File: config.mk
export PLATFORM = sky130hd
export DESIGN_NAME = partitioned_multi_stack
export DESIGN_NICKNAME = d
export VERILOG_FILES = /design/src/rtl/psk_pkg.sv /design/src/rtl/partitioned_multi_stack.sv /design/src/rtl/psk_ram.sv /design/src/rtl/psk_front.sv /design/src/rtl/psk_cmd_queue.sv /design/src/rtl/psk_back.sv
export SDC_FILE = /design/constraint.sdc
export NUM_CORES = 2
export LEC_CHECK = 0
export BUFFER_PORTS_ARGS = -buffer_cell sky130_fd_sc_hd__buf_2
export CORE_UTILIZATION = 50
export CTS_BUF_LIST = sky130_fd_sc_hd__clkbuf_4 sky130_fd_sc_hd__clkbuf_8 sky130_fd_sc_hd__clkbuf_16
export DETAILED_ROUTE_END_ITERATION = 8
export PLACE_DENSITY = 0.76
export SLEW_MARGIN = 20
export SYNTH_ARGS = -nofsm -noshare
export SYNTH_HDL_FRONTEND = slang
export SYNTH_SLANG_ARGS = --single-unit
File: constraint.sdc
create_clock -name clk -period 10.65 [get_ports clk]
set_clock_uncertainty 0.05 [all_clocks]
set_input_delay 0 -clock clk [delete_from_list [all_inputs] [get_ports clk]]
set_output_delay 0 -clock clk [all_outputs]
set_load 0.05 [all_outputs]
File: src/rtl/psk_pkg.sv
`timescale 1ns / 1ps
// ----------------------------------------------------------------------------
// psk_pkg - shared types and codes of the partitioned multi-stack
// Item layouts on the ports, the command word passed from front to back,
// operation and status codes, and the state type of the back end.
// ----------------------------------------------------------------------------
package psk_pkg;

    // Operation codes carried in func
    localparam logic [1:0] FUNC_PUSH = 2'd0;
    localparam logic [1:0] FUNC_POP  = 2'd1;
    localparam logic [1:0] FUNC_SHOW = 2'd2;
    localparam logic [1:0] FUNC_NONE = 2'd3;

    // Status codes carried in status
    localparam logic [1:0] ST_OK      = 2'd0;
    localparam logic [1:0] ST_FULL    = 2'd1;
    localparam logic [1:0] ST_EMPTY   = 2'd2;
    localparam logic [1:0] ST_NOSTACK = 2'd3;

    localparam int STACK_INDEX_W = 2;
    localparam int STACK_SLOTS   = 2 ** STACK_INDEX_W;
    localparam int COUNT_CFG_W   = 3;
    localparam int WORD_W        = 32;

    // Command fields sized for the largest supported memory (64 words)
    localparam int CMD_ADDR_W = 6;
    localparam int CMD_CNT_W  = 7;

    typedef struct packed {
        logic [1:0]               func;
        logic [STACK_INDEX_W-1:0] stack_index;
        logic signed [WORD_W-1:0] push_value;
    } req_item_t;

    typedef struct packed {
        logic signed [WORD_W-1:0] value;
        logic [1:0]               status;
        logic                     last;
    } rsp_item_t;

    typedef enum logic [1:0] {
        CMD_WRITE,
        CMD_READ,
        CMD_REPORT
    } cmd_kind_t;

    typedef struct packed {
        cmd_kind_t             kind;
        logic [CMD_ADDR_W-1:0] addr;
        logic [CMD_CNT_W-1:0]  count;
        logic [WORD_W-1:0]     data;
        logic [1:0]            status;
    } cmd_t;

    typedef enum logic {
        BK_IDLE,
        BK_WALK
    } back_state_t;

endpackage

File: src/rtl/partitioned_multi_stack.sv
`timescale 1ns / 1ps
// ----------------------------------------------------------------------------
// partitioned_multi_stack - several stacks sharing one memory
// Splits a TOTAL_DEPTH-word memory into equal regions, one per stack, and
// carries out push, pop and display items on a chosen stack.
// ----------------------------------------------------------------------------
// Usage
//   Request: an item (func, stack_index, push_value) is taken at a clock
//   edge with start high and busy low. busy rises only while the two-entry
//   command queue between the front and back ends is full.
//   Results: each result is shown for exactly one cycle with done high;
//   there is no backpressure, so the receiver must take every result.
//   Configuration: cfg_we writes the stack count from cfg_data and clears
//   every stack; write it only while no item is in flight.
//   Path: an item passes the command queue, the memory access and the
//   result register before its first result appears.
//   Throughput: push, pop and error items do not hold the back end, so
//   one item per cycle is sustained while no display is being walked. A
//   display holds the back end for all its entries, one memory read and
//   one result per cycle, as the memory has a single read port.
//   Reset: one stack spanning the whole memory, all stacks empty, no clear
//   pass; memory contents are only read below a fill count.
// ----------------------------------------------------------------------------
module partitioned_multi_stack #(
    parameter int TOTAL_DEPTH = 32,
    parameter int MAX_STACKS  = 4
) (
    input  logic                            clk,
    input  logic                            rst_n,
    input  logic                            start,
    output logic                            busy,
    input  psk_pkg::req_item_t              req,
    input  logic                            cfg_we,
    input  logic [psk_pkg::COUNT_CFG_W-1:0] cfg_data,
    output logic                            done,
    output psk_pkg::rsp_item_t              rsp
);

    import psk_pkg::*;

    logic q_push;
    logic q_full;
    logic q_pop;
    logic q_valid;
    cmd_t q_cmd;
    cmd_t q_head;

    psk_front #(
        .TOTAL_DEPTH (TOTAL_DEPTH),
        .MAX_STACKS  (MAX_STACKS)
    ) u_front (
        .clk      (clk),
        .rst_n    (rst_n),
        .start    (start),
        .busy     (busy),
        .req      (req),
        .cfg_we   (cfg_we),
        .cfg_data (cfg_data),
        .q_full   (q_full),
        .q_push   (q_push),
        .q_cmd    (q_cmd)
    );

    psk_cmd_queue u_queue (
        .clk      (clk),
        .rst_n    (rst_n),
        .push     (q_push),
        .push_cmd (q_cmd),
        .full     (q_full),
        .pop      (q_pop),
        .valid    (q_valid),
        .head     (q_head)
    );

    psk_back #(
        .TOTAL_DEPTH (TOTAL_DEPTH)
    ) u_back (
        .clk     (clk),
        .rst_n   (rst_n),
        .q_valid (q_valid),
        .q_head  (q_head),
        .q_pop   (q_pop),
        .done    (done),
        .rsp     (rsp)
    );

    // The back end never takes a command from an empty queue
    assert property (@(posedge clk) disable iff (!rst_n) q_pop |-> q_valid)
        else $error("command taken from empty queue");

    // An error or empty report is always a lone result with a zero word
    assert property (@(posedge clk) disable iff (!rst_n)
        (done && (rsp.status != ST_OK)) |-> (rsp.last && (rsp.value == '0)))
        else $error("error result not final or carries data");

    // A command pushed into a full queue would be lost
    assert property (@(posedge clk) disable iff (!rst_n)
        (q_full && !q_pop) |=> (q_full || !$past(q_push)))
        else $error("queue lost a command");

endmodule

File: src/rtl/psk_ram.sv
`timescale 1ns / 1ps
// ----------------------------------------------------------------------------
// psk_ram - generic simple dual-port RAM
// One write port and one read port, read data registered.
// ----------------------------------------------------------------------------
module psk_ram #(
    parameter int WIDTH = 32,
    parameter int DEPTH = 32
) (
    input  logic                     clk,
    input  logic                     we,
    input  logic [$clog2(DEPTH)-1:0] waddr,
    input  logic [WIDTH-1:0]         wdata,
    input  logic                     re,
    input  logic [$clog2(DEPTH)-1:0] raddr,
    output logic [WIDTH-1:0]         rdata
);

    logic [WIDTH-1:0] mem_reg [DEPTH];
    logic [WIDTH-1:0] rdata_reg;

    // Write port
    always_ff @(posedge clk)
    begin
        if (we)
        begin
            mem_reg[waddr] <= wdata;
        end
    end

    // Registered read port
    always_ff @(posedge clk)
    begin
        if (re)
        begin
            rdata_reg <= mem_reg[raddr];
        end
    end

    assign rdata = rdata_reg;

endmodule

File: src/rtl/psk_front.sv
`timescale 1ns / 1ps
// ----------------------------------------------------------------------------
// psk_front - accept and classify items
// Holds the stack count, region size and fill counts, checks each item against
// them, updates the fill count and queues at most one command for the back.
// ----------------------------------------------------------------------------
module psk_front #(
    parameter int TOTAL_DEPTH = 32,
    parameter int MAX_STACKS  = 4
) (
    input  logic                                 clk,
    input  logic                                 rst_n,
    input  logic                                 start,
    output logic                                 busy,
    input  psk_pkg::req_item_t                   req,
    input  logic                                 cfg_we,
    input  logic [psk_pkg::COUNT_CFG_W-1:0]      cfg_data,
    input  logic                                 q_full,
    output logic                                 q_push,
    output psk_pkg::cmd_t                        q_cmd
);

    import psk_pkg::*;

    localparam int FW = $clog2(TOTAL_DEPTH + 1);
    localparam int AW = $clog2(TOTAL_DEPTH);
    localparam int PW = FW + STACK_INDEX_W;
    localparam logic [COUNT_CFG_W-1:0] N_CAP =
        (MAX_STACKS > 7) ? COUNT_CFG_W'(7) : COUNT_CFG_W'(MAX_STACKS);

    // Region size for each possible stack count
    function automatic logic [FW-1:0] region_of(input logic [COUNT_CFG_W-1:0] k);
        logic [FW-1:0] r;
        begin
            unique case (k)
                3'd2:    r = FW'(TOTAL_DEPTH / 2);
                3'd3:    r = FW'(TOTAL_DEPTH / 3);
                3'd4:    r = FW'(TOTAL_DEPTH / 4);
                3'd5:    r = FW'(TOTAL_DEPTH / 5);
                3'd6:    r = FW'(TOTAL_DEPTH / 6);
                3'd7:    r = FW'(TOTAL_DEPTH / 7);
                default: r = FW'(TOTAL_DEPTH);
            endcase
            region_of = r;
        end
    endfunction

    logic [COUNT_CFG_W-1:0] n_reg;
    logic [COUNT_CFG_W-1:0] n_next;
    logic [FW-1:0]          region_reg;
    logic [FW-1:0]          fill_reg [STACK_SLOTS];
    logic [FW-1:0]          fill_next;

    logic          accept;
    logic          stack_ok;
    logic [FW-1:0] fill;
    logic [PW-1:0] base_w;
    logic [PW-1:0] slot_w;
    logic [PW-1:0] top_w;
    logic          fill_we;

    assign busy   = q_full;
    assign accept = start && !busy;

    // Clamp the written stack count into the supported range
    always_comb
    begin
        priority if (cfg_data == '0)
        begin
            n_next = COUNT_CFG_W'(1);
        end
        else if (cfg_data > N_CAP)
        begin
            n_next = N_CAP;
        end
        else
        begin
            n_next = cfg_data;
        end
    end

    // Locate the target stack's region and slots
    always_comb
    begin
        stack_ok = {1'b0, req.stack_index} < {1'b0, n_reg};
        fill     = fill_reg[req.stack_index];
        base_w   = PW'(req.stack_index) * PW'(region_reg);
        slot_w   = base_w + PW'(fill);
        top_w    = slot_w - PW'(1);
    end

    // Classify the item into one command
    always_comb
    begin
        q_push    = 1'b0;
        fill_we   = 1'b0;
        fill_next = fill;
        q_cmd     = '{kind: CMD_REPORT, addr: '0, count: '0, data: '0, status: ST_OK};
        q_cmd.data = req.push_value;
        if (accept)
        begin
            if (!stack_ok)
            begin
                q_push       = 1'b1;
                q_cmd.status = ST_NOSTACK;
            end
            else
            begin
                unique case (req.func)
                    FUNC_PUSH:
                    begin
                        q_push = 1'b1;
                        if (fill >= region_reg)
                        begin
                            q_cmd.status = ST_FULL;
                        end
                        else
                        begin
                            q_cmd.kind          = CMD_WRITE;
                            q_cmd.addr[AW-1:0]  = slot_w[AW-1:0];
                            fill_we             = 1'b1;
                            fill_next           = fill + FW'(1);
                        end
                    end
                    FUNC_POP:
                    begin
                        q_push = 1'b1;
                        if (fill == '0)
                        begin
                            q_cmd.status = ST_EMPTY;
                        end
                        else
                        begin
                            q_cmd.kind          = CMD_READ;
                            q_cmd.addr[AW-1:0]  = top_w[AW-1:0];
                            q_cmd.count         = CMD_CNT_W'(1);
                            fill_we             = 1'b1;
                            fill_next           = fill - FW'(1);
                        end
                    end
                    FUNC_SHOW:
                    begin
                        q_push = 1'b1;
                        if (fill == '0)
                        begin
                            q_cmd.status = ST_EMPTY;
                        end
                        else
                        begin
                            q_cmd.kind          = CMD_READ;
                            q_cmd.addr[AW-1:0]  = top_w[AW-1:0];
                            q_cmd.count         = CMD_CNT_W'(fill);
                        end
                    end
                    FUNC_NONE:
                    begin
                        // drop: unknown operation gives no result
                        q_push = 1'b0;
                    end
                    default:
                    begin
                        q_push = 1'b0;
                    end
                endcase
            end
        end
    end

    // Hold configuration; a write clears all fill counts
    always_ff @(posedge clk or negedge rst_n)
    begin
        if (!rst_n)
        begin
            n_reg      <= COUNT_CFG_W'(1);
            region_reg <= FW'(TOTAL_DEPTH);
            for (int i = 0; i < STACK_SLOTS; i++)
            begin
                fill_reg[i] <= '0;
            end
        end
        else if (cfg_we)
        begin
            n_reg      <= n_next;
            region_reg <= region_of(n_next);
            for (int i = 0; i < STACK_SLOTS; i++)
            begin
                fill_reg[i] <= '0;
            end
        end
        else if (fill_we)
        begin
            fill_reg[req.stack_index] <= fill_next;
        end
    end

endmodule

File: src/rtl/psk_cmd_queue.sv
`timescale 1ns / 1ps
// ----------------------------------------------------------------------------
// psk_cmd_queue - two-entry command queue
// Decouples the front from the back so that each can stall on its own.
// ----------------------------------------------------------------------------
module psk_cmd_queue (
    input  logic          clk,
    input  logic          rst_n,
    input  logic          push,
    input  psk_pkg::cmd_t push_cmd,
    output logic          full,
    input  logic          pop,
    output logic          valid,
    output psk_pkg::cmd_t head
);

    import psk_pkg::*;

    localparam int DEPTH = 2;
    localparam int PTR_W = $clog2(DEPTH);

    cmd_t             entry_reg [DEPTH];
    logic [PTR_W-1:0] wr_ptr_reg;
    logic [PTR_W-1:0] rd_ptr_reg;
    logic [PTR_W:0]   count_reg;
    logic [PTR_W:0]   count_next;

    assign full  = (count_reg == (PTR_W + 1)'(DEPTH));
    assign valid = (count_reg != '0);
    assign head  = entry_reg[rd_ptr_reg];

    // Track occupancy
    always_comb
    begin
        count_next = count_reg;
        if (push && !pop)
        begin
            count_next = count_reg + (PTR_W + 1)'(1);
        end
        else if (pop && !push)
        begin
            count_next = count_reg - (PTR_W + 1)'(1);
        end
    end

    // Advance pointers
    always_ff @(posedge clk or negedge rst_n)
    begin
        if (!rst_n)
        begin
            wr_ptr_reg <= '0;
            rd_ptr_reg <= '0;
            count_reg  <= '0;
        end
        else
        begin
            if (push)
            begin
                wr_ptr_reg <= wr_ptr_reg + PTR_W'(1);
            end
            if (pop)
            begin
                rd_ptr_reg <= rd_ptr_reg + PTR_W'(1);
            end
            count_reg <= count_next;
        end
    end

    // Store entries
    always_ff @(posedge clk)
    begin
        if (push)
        begin
            entry_reg[wr_ptr_reg] <= push_cmd;
        end
    end

endmodule

File: src/rtl/psk_back.sv
`timescale 1ns / 1ps
// ----------------------------------------------------------------------------
// psk_back - carry out queued commands against the stack memory
// Writes pushed words, reads popped words and walks a stack top to bottom
// for display, one memory access and at most one result per cycle.
// ----------------------------------------------------------------------------
module psk_back #(
    parameter int TOTAL_DEPTH = 32
) (
    input  logic                clk,
    input  logic                rst_n,
    input  logic                q_valid,
    input  psk_pkg::cmd_t       q_head,
    output logic                q_pop,
    output logic                done,
    output psk_pkg::rsp_item_t  rsp
);

    import psk_pkg::*;

    localparam int FW = $clog2(TOTAL_DEPTH + 1);
    localparam int AW = $clog2(TOTAL_DEPTH);

    back_state_t state_reg;
    back_state_t state_next;
    logic [AW-1:0] walk_addr_reg;
    logic [AW-1:0] walk_addr_next;
    logic [FW-1:0] walk_left_reg;
    logic [FW-1:0] walk_left_next;

    // Issue-stage controls
    logic              ram_we;
    logic              ram_re;
    logic [AW-1:0]     ram_waddr;
    logic [AW-1:0]     ram_raddr;
    logic [WORD_W-1:0] ram_rdata;
    logic              issue;
    logic              issue_ram;
    logic [1:0]        issue_status;
    logic              issue_last;

    logic [AW-1:0] head_addr;
    logic [FW-1:0] head_count;

    // Result-stage registers
    logic       p_valid_reg;
    logic       p_use_ram_reg;
    logic [1:0] p_status_reg;
    logic       p_last_reg;
    logic       done_reg;
    rsp_item_t  rsp_reg;

    assign head_addr  = q_head.addr[AW-1:0];
    assign head_count = q_head.count[FW-1:0];

    psk_ram #(
        .WIDTH (WORD_W),
        .DEPTH (TOTAL_DEPTH)
    ) u_mem (
        .clk   (clk),
        .we    (ram_we),
        .waddr (ram_waddr),
        .wdata (q_head.data),
        .re    (ram_re),
        .raddr (ram_raddr),
        .rdata (ram_rdata)
    );

    // Next state and walk counters
    always_comb
    begin
        state_next     = state_reg;
        walk_addr_next = walk_addr_reg;
        walk_left_next = walk_left_reg;
        unique case (state_reg)
            BK_IDLE:
            begin
                if (q_valid && (q_head.kind == CMD_READ) && (head_count != FW'(1)))
                begin
                    state_next     = BK_WALK;
                    walk_addr_next = head_addr - AW'(1);
                    walk_left_next = head_count - FW'(1);
                end
            end
            BK_WALK:
            begin
                walk_addr_next = walk_addr_reg - AW'(1);
                walk_left_next = walk_left_reg - FW'(1);
                if (walk_left_reg == FW'(1))
                begin
                    state_next = BK_IDLE;
                end
            end
            default:
            begin
                state_next = BK_IDLE;
            end
        endcase
    end

    // Issue memory access and result tag
    always_comb
    begin
        q_pop        = 1'b0;
        ram_we       = 1'b0;
        ram_re       = 1'b0;
        ram_waddr    = head_addr;
        ram_raddr    = head_addr;
        issue        = 1'b0;
        issue_ram    = 1'b0;
        issue_status = ST_OK;
        issue_last   = 1'b1;
        unique case (state_reg)
            BK_IDLE:
            begin
                if (q_valid)
                begin
                    q_pop = 1'b1;
                    issue = 1'b1;
                    unique case (q_head.kind)
                        CMD_WRITE:
                        begin
                            ram_we = 1'b1;
                        end
                        CMD_READ:
                        begin
                            ram_re     = 1'b1;
                            issue_ram  = 1'b1;
                            issue_last = (head_count == FW'(1));
                        end
                        CMD_REPORT:
                        begin
                            issue_status = q_head.status;
                        end
                        default:
                        begin
                            issue = 1'b0;
                        end
                    endcase
                end
            end
            BK_WALK:
            begin
                ram_re     = 1'b1;
                ram_raddr  = walk_addr_reg;
                issue      = 1'b1;
                issue_ram  = 1'b1;
                issue_last = (walk_left_reg == FW'(1));
            end
            default:
            begin
                issue = 1'b0;
            end
        endcase
    end

    // Control registers
    always_ff @(posedge clk or negedge rst_n)
    begin
        if (!rst_n)
        begin
            state_reg   <= BK_IDLE;
            p_valid_reg <= 1'b0;
            done_reg    <= 1'b0;
        end
        else
        begin
            state_reg   <= state_next;
            p_valid_reg <= issue;
            done_reg    <= p_valid_reg;
        end
    end

    // Payload registers
    always_ff @(posedge clk)
    begin
        walk_addr_reg  <= walk_addr_next;
        walk_left_reg  <= walk_left_next;
        p_use_ram_reg  <= issue_ram;
        p_status_reg   <= issue_status;
        p_last_reg     <= issue_last;
        rsp_reg.value  <= p_use_ram_reg ? ram_rdata : '0;
        rsp_reg.status <= p_status_reg;
        rsp_reg.last   <= p_last_reg;
    end

    assign done = done_reg;
    assign rsp  = rsp_reg;

endmodule

==> reports/summary.txt <==
Status -> finished, final reports clean
Final nets -> 3,251
Slew HR -> 25.9%
Arr. time, crit path -> 5.63 ns
Die height -> 320 um
Vias per cell -> 6.43
R2r setup slk -> 5.51 ns
CP startpoint kind -> flop
Max-cap viol count -> 0
Tcrit/Tclk final -> 48.2%
CTS tree -> yes
Via count -> 29,400
Final min period -> 5.14 ns
Total congestion overflow -> 0
Fill cells -> 7,317
Register area -> 0.0367 sq mm
CP endpoint -> u_back.u_mem.rdata[11]$_DFFE_PP_
Clock transition at the registers of the reported paths -> 0.06 ns
Final wirelength -> 130,000 um
DP Area -> 0.0525 sq mm
CP Class -> flop to flop
Buffer depth of the longest clock path -> 3
Util after Layout -> 57.0%
Io pins -> 80
Die width -> 320 um
Asr flop ratio synth -> 3.23%
P&R area growth vs syn -> 13.0%
First-pass GRT wire length -> 190,000 um
Worst-path fanout max -> 63
Number of synthesized flops with an enable pin -> 1,161
H-tree depth -> 3
Max FFs per register -> 1,024
Synth Net Count -> 3,121
Share of layout cells above drive strength 1 -> 24.3%
Clock network latency to the later pin of the worst-skew pair -> 0.69 ns
CP Capture Type -> flop
Dominant synthesized flop cell -> edfxtp_1
Post-cts sizing count -> 0
Wire length per cell -> 28.4 um
RSZ-0062 raised after global routing -> no
Post-synthesis sequential area ratio -> 72.5%
Vias in the first global route -> 29,400
Yosys warning total -> 0
Gate Count Post-Synth -> 3,047
Placeable core region -> 0.100 sq mm
CP Launch Point -> u_back.state_reg$_DFF_PN0_
P_leak -> 18.7 nW
Worst hold path stage count -> 2
Initial DRC count -> 4,020
Postcts setup bufs -> 0
PortBufs -> 79
Routability cong. -> 0.801
DRC -> 0
Area of the die -> 0.102 sq mm
Peak Freq -> 195 MHz
Gr usage total -> 25.1%
Initial antenna violation count -> 8
Yosys reg bits -> 1,240
Final count of hold timing violations -> 0
Tot Pwr -> 10.1 mW
Root buffer cell -> clkbuf_16
Area of the multi-input gates -> 0.0127 sq mm
Setup_tns -> 0 ns
PwrDens -> 177 mW/mm^2
TritonRoute pass-1 iters -> 5
Routed Antenna Nets -> 0
Final HPWL DP -> 67,000 um
Worst r2r src -> u_back.state_reg$_DFF_PN0_
Worst-margin pin slew -> 1.11 ns
Worst endpoint required time -> 11.15 ns
CTS Buf Count -> 114
Final Cell Area -> 0.0571 sq mm
Clk sinks -> 1,240
Fin. max-slew vios -> 0
Distinct cells, synth -> 65
Worst reg2reg path endpoint -> u_back.u_mem.rdata[11]$_DFFE_PP_
Mapped cell area -> 0.0506 sq mm
Site Rows -> 116
Worst r2r path cells -> 9
Hold WC Path Type -> primary input to flop
Final setup violation count -> 0
Peak VDD IR -> 0.211 mV
Initial Util -> 50.5%
Synthesized area per cell -> 16.6 sq um
Largest net degree at the start of global routing -> 169
area by class of cell:
type / instances / share of cell area, %
multi-input combinational: 1433 / 22.3
inverter: 163 / 1.08
tap: 1298 / 2.84
sequential: 1240 / 64.2
clock buffer: 148 / 5.65
timing repair buffer: 225 / 3.05
clock inverter: 65 / 0.926
antenna: 2 / 0.00876
power by group:
group	internal (mW)	switching [mW]	total (mW)
clock network	2.31	1.77	4.07
registers	5.55	0.0301	5.58
logic	0.0999	0.378	0.478
metrics by stage:
step | cells | worst slack, ns | hold slack [ns]
floorplan | 3047 | 6.73 | -0.346
global placement | 4278 | 5.67 | 0.138
detailed placement | 4278 | 5.66 | 0.141
CTS | 4572 | 5.57 | 0.00590
global route | 4572 | 5.40 | 0.0296
finish | 4574 | 5.51 | 0.0372
worst max-delay path, stage by stage (launching register included):
cell and delay [ns]:
dfrtp_4 0.82, nand2_4 0.62, o21ai_4 0.34, inv_4 0.28
buf_4 0.40, nor2_4 0.76, buf_4 0.72, a221oi_1 0.18
a22oi_1 0.44, mux2_2 0.24
synthesized netlist by cell type (all sizes together) (2+ instances only):
| master | n | area share (%) |
|---|---|---|
| a211oi | 21 | 0.31 |
| o21bai | 2 | 0.030 |
| a2111oi | 4 | 0.079 |
| nor2 | 80 | 0.60 |
| nand3b | 4 | 0.059 |
| xor2 | 10 | 0.17 |
| mux4 | 5 | 0.22 |
| or2 | 2 | 0.030 |
| o32ai | 2 | 0.035 |
| mux2i | 23 | 0.48 |
| a21oi | 28 | 0.28 |
| dfstp | 2 | 0.10 |
| o22ai | 4 | 0.049 |
| and3 | 3 | 0.037 |
| a221oi | 130 | 2.3 |
| a22oi | 66 | 0.99 |
| nand3 | 14 | 0.14 |
| mux2 | 455 | 10 |
| and2 | 43 | 0.53 |
| o2111ai | 2 | 0.035 |
| nor3 | 12 | 0.13 |
| nor3b | 3 | 0.045 |
| o211ai | 390 | 5.8 |
| fa | 4 | 0.16 |
| dfrtp | 38 | 1.9 |
| nand4b | 2 | 0.035 |
| dfxtp | 39 | 1.5 |
| o21ai | 12 | 0.12 |
| or3 | 2 | 0.025 |
| inv | 163 | 1.2 |
| buf | 71 | 0.82 |
| o21a | 3 | 0.045 |
| edfxtp | 1161 | 69 |
| ha | 27 | 0.67 |
| nand2b | 13 | 0.16 |
| nor2b | 3 | 0.037 |
| xnor2 | 11 | 0.19 |
| o31ai | 2 | 0.057 |
| clkbuf | 140 | 1.0 |
| a221o | 2 | 0.040 |
| nand2 | 39 | 0.29 |
how the worst min path moves through the flow:
stage	start	slack, ns	end
2_1_floorplan	rst_n	-0.35	u_back.done$_DFF_PN0_
3_3_place_gp	rst_n	0.14	u_back.p_valid_reg$_DFF_PN0_
3_5_place_dp	req[20]	0.14	u_queue.entry_reg[0][22]$_DFFE_PP_
4_1_cts	req[0]	0.006	u_queue.entry_reg[1][2]$_DFFE_PP_
5_1_grt	req[0]	0.03	u_queue.entry_reg[0][2]$_DFFE_PP_
6_report	req[5]	0.04	u_queue.entry_reg[1][7]$_DFFE_PP_
logic make-up (layout without fill, tap and decap cells):
logic type      count (synthesis)  in the layout  synth area share, %
flops                        1240           1240                 72.5
other cells                     0              2                    0
simple gates                  224            224                 2.19
compound gates                674            674                 10.2
xor+xnor                       21             21                0.364
buf+inv                       374            601                 3.07
fa+ha+maj                      31             31                0.827
mux                           483            483                 10.8
placed cells by master (no fill, tap or decap), types with 26 or more instances in the layout:
cell type / n
edfxtp_1: 1161
mux2_2: 392
o211ai_1: 390
inv_1: 159
a221oi_1: 129
clkbuf_16: 119
dlygate4sd3_1: 80
buf_2: 79
a22oi_1: 65
buf_4: 62
mux2_1: 61
nor2_1: 44
and2_1: 42
dfxtp_1: 39
nand2_1: 38
nor2_4: 36
dfrtp_1: 36
ha_1: 27
a21oi_1: 26
routing by layer:
metal | wire (um) | track usage (%) | vias up
met5 | 156 | 0 | -
met4 | 4730 | 9.20 | 6
met3 | 14200 | 5.77 | 303
met2 | 60900 | 39.8 | 1784
met1 | 49800 | 34.0 | 14900
li1 | - | - | 12400
repair_timing:
item / CTS / global route
hold buffers: 81 / 0
endpoints found under the hold margin: 146 / 0
endpoints found under the setup margin: 0 / 0
No activity file was read; power rests on OpenSTA's default activity.
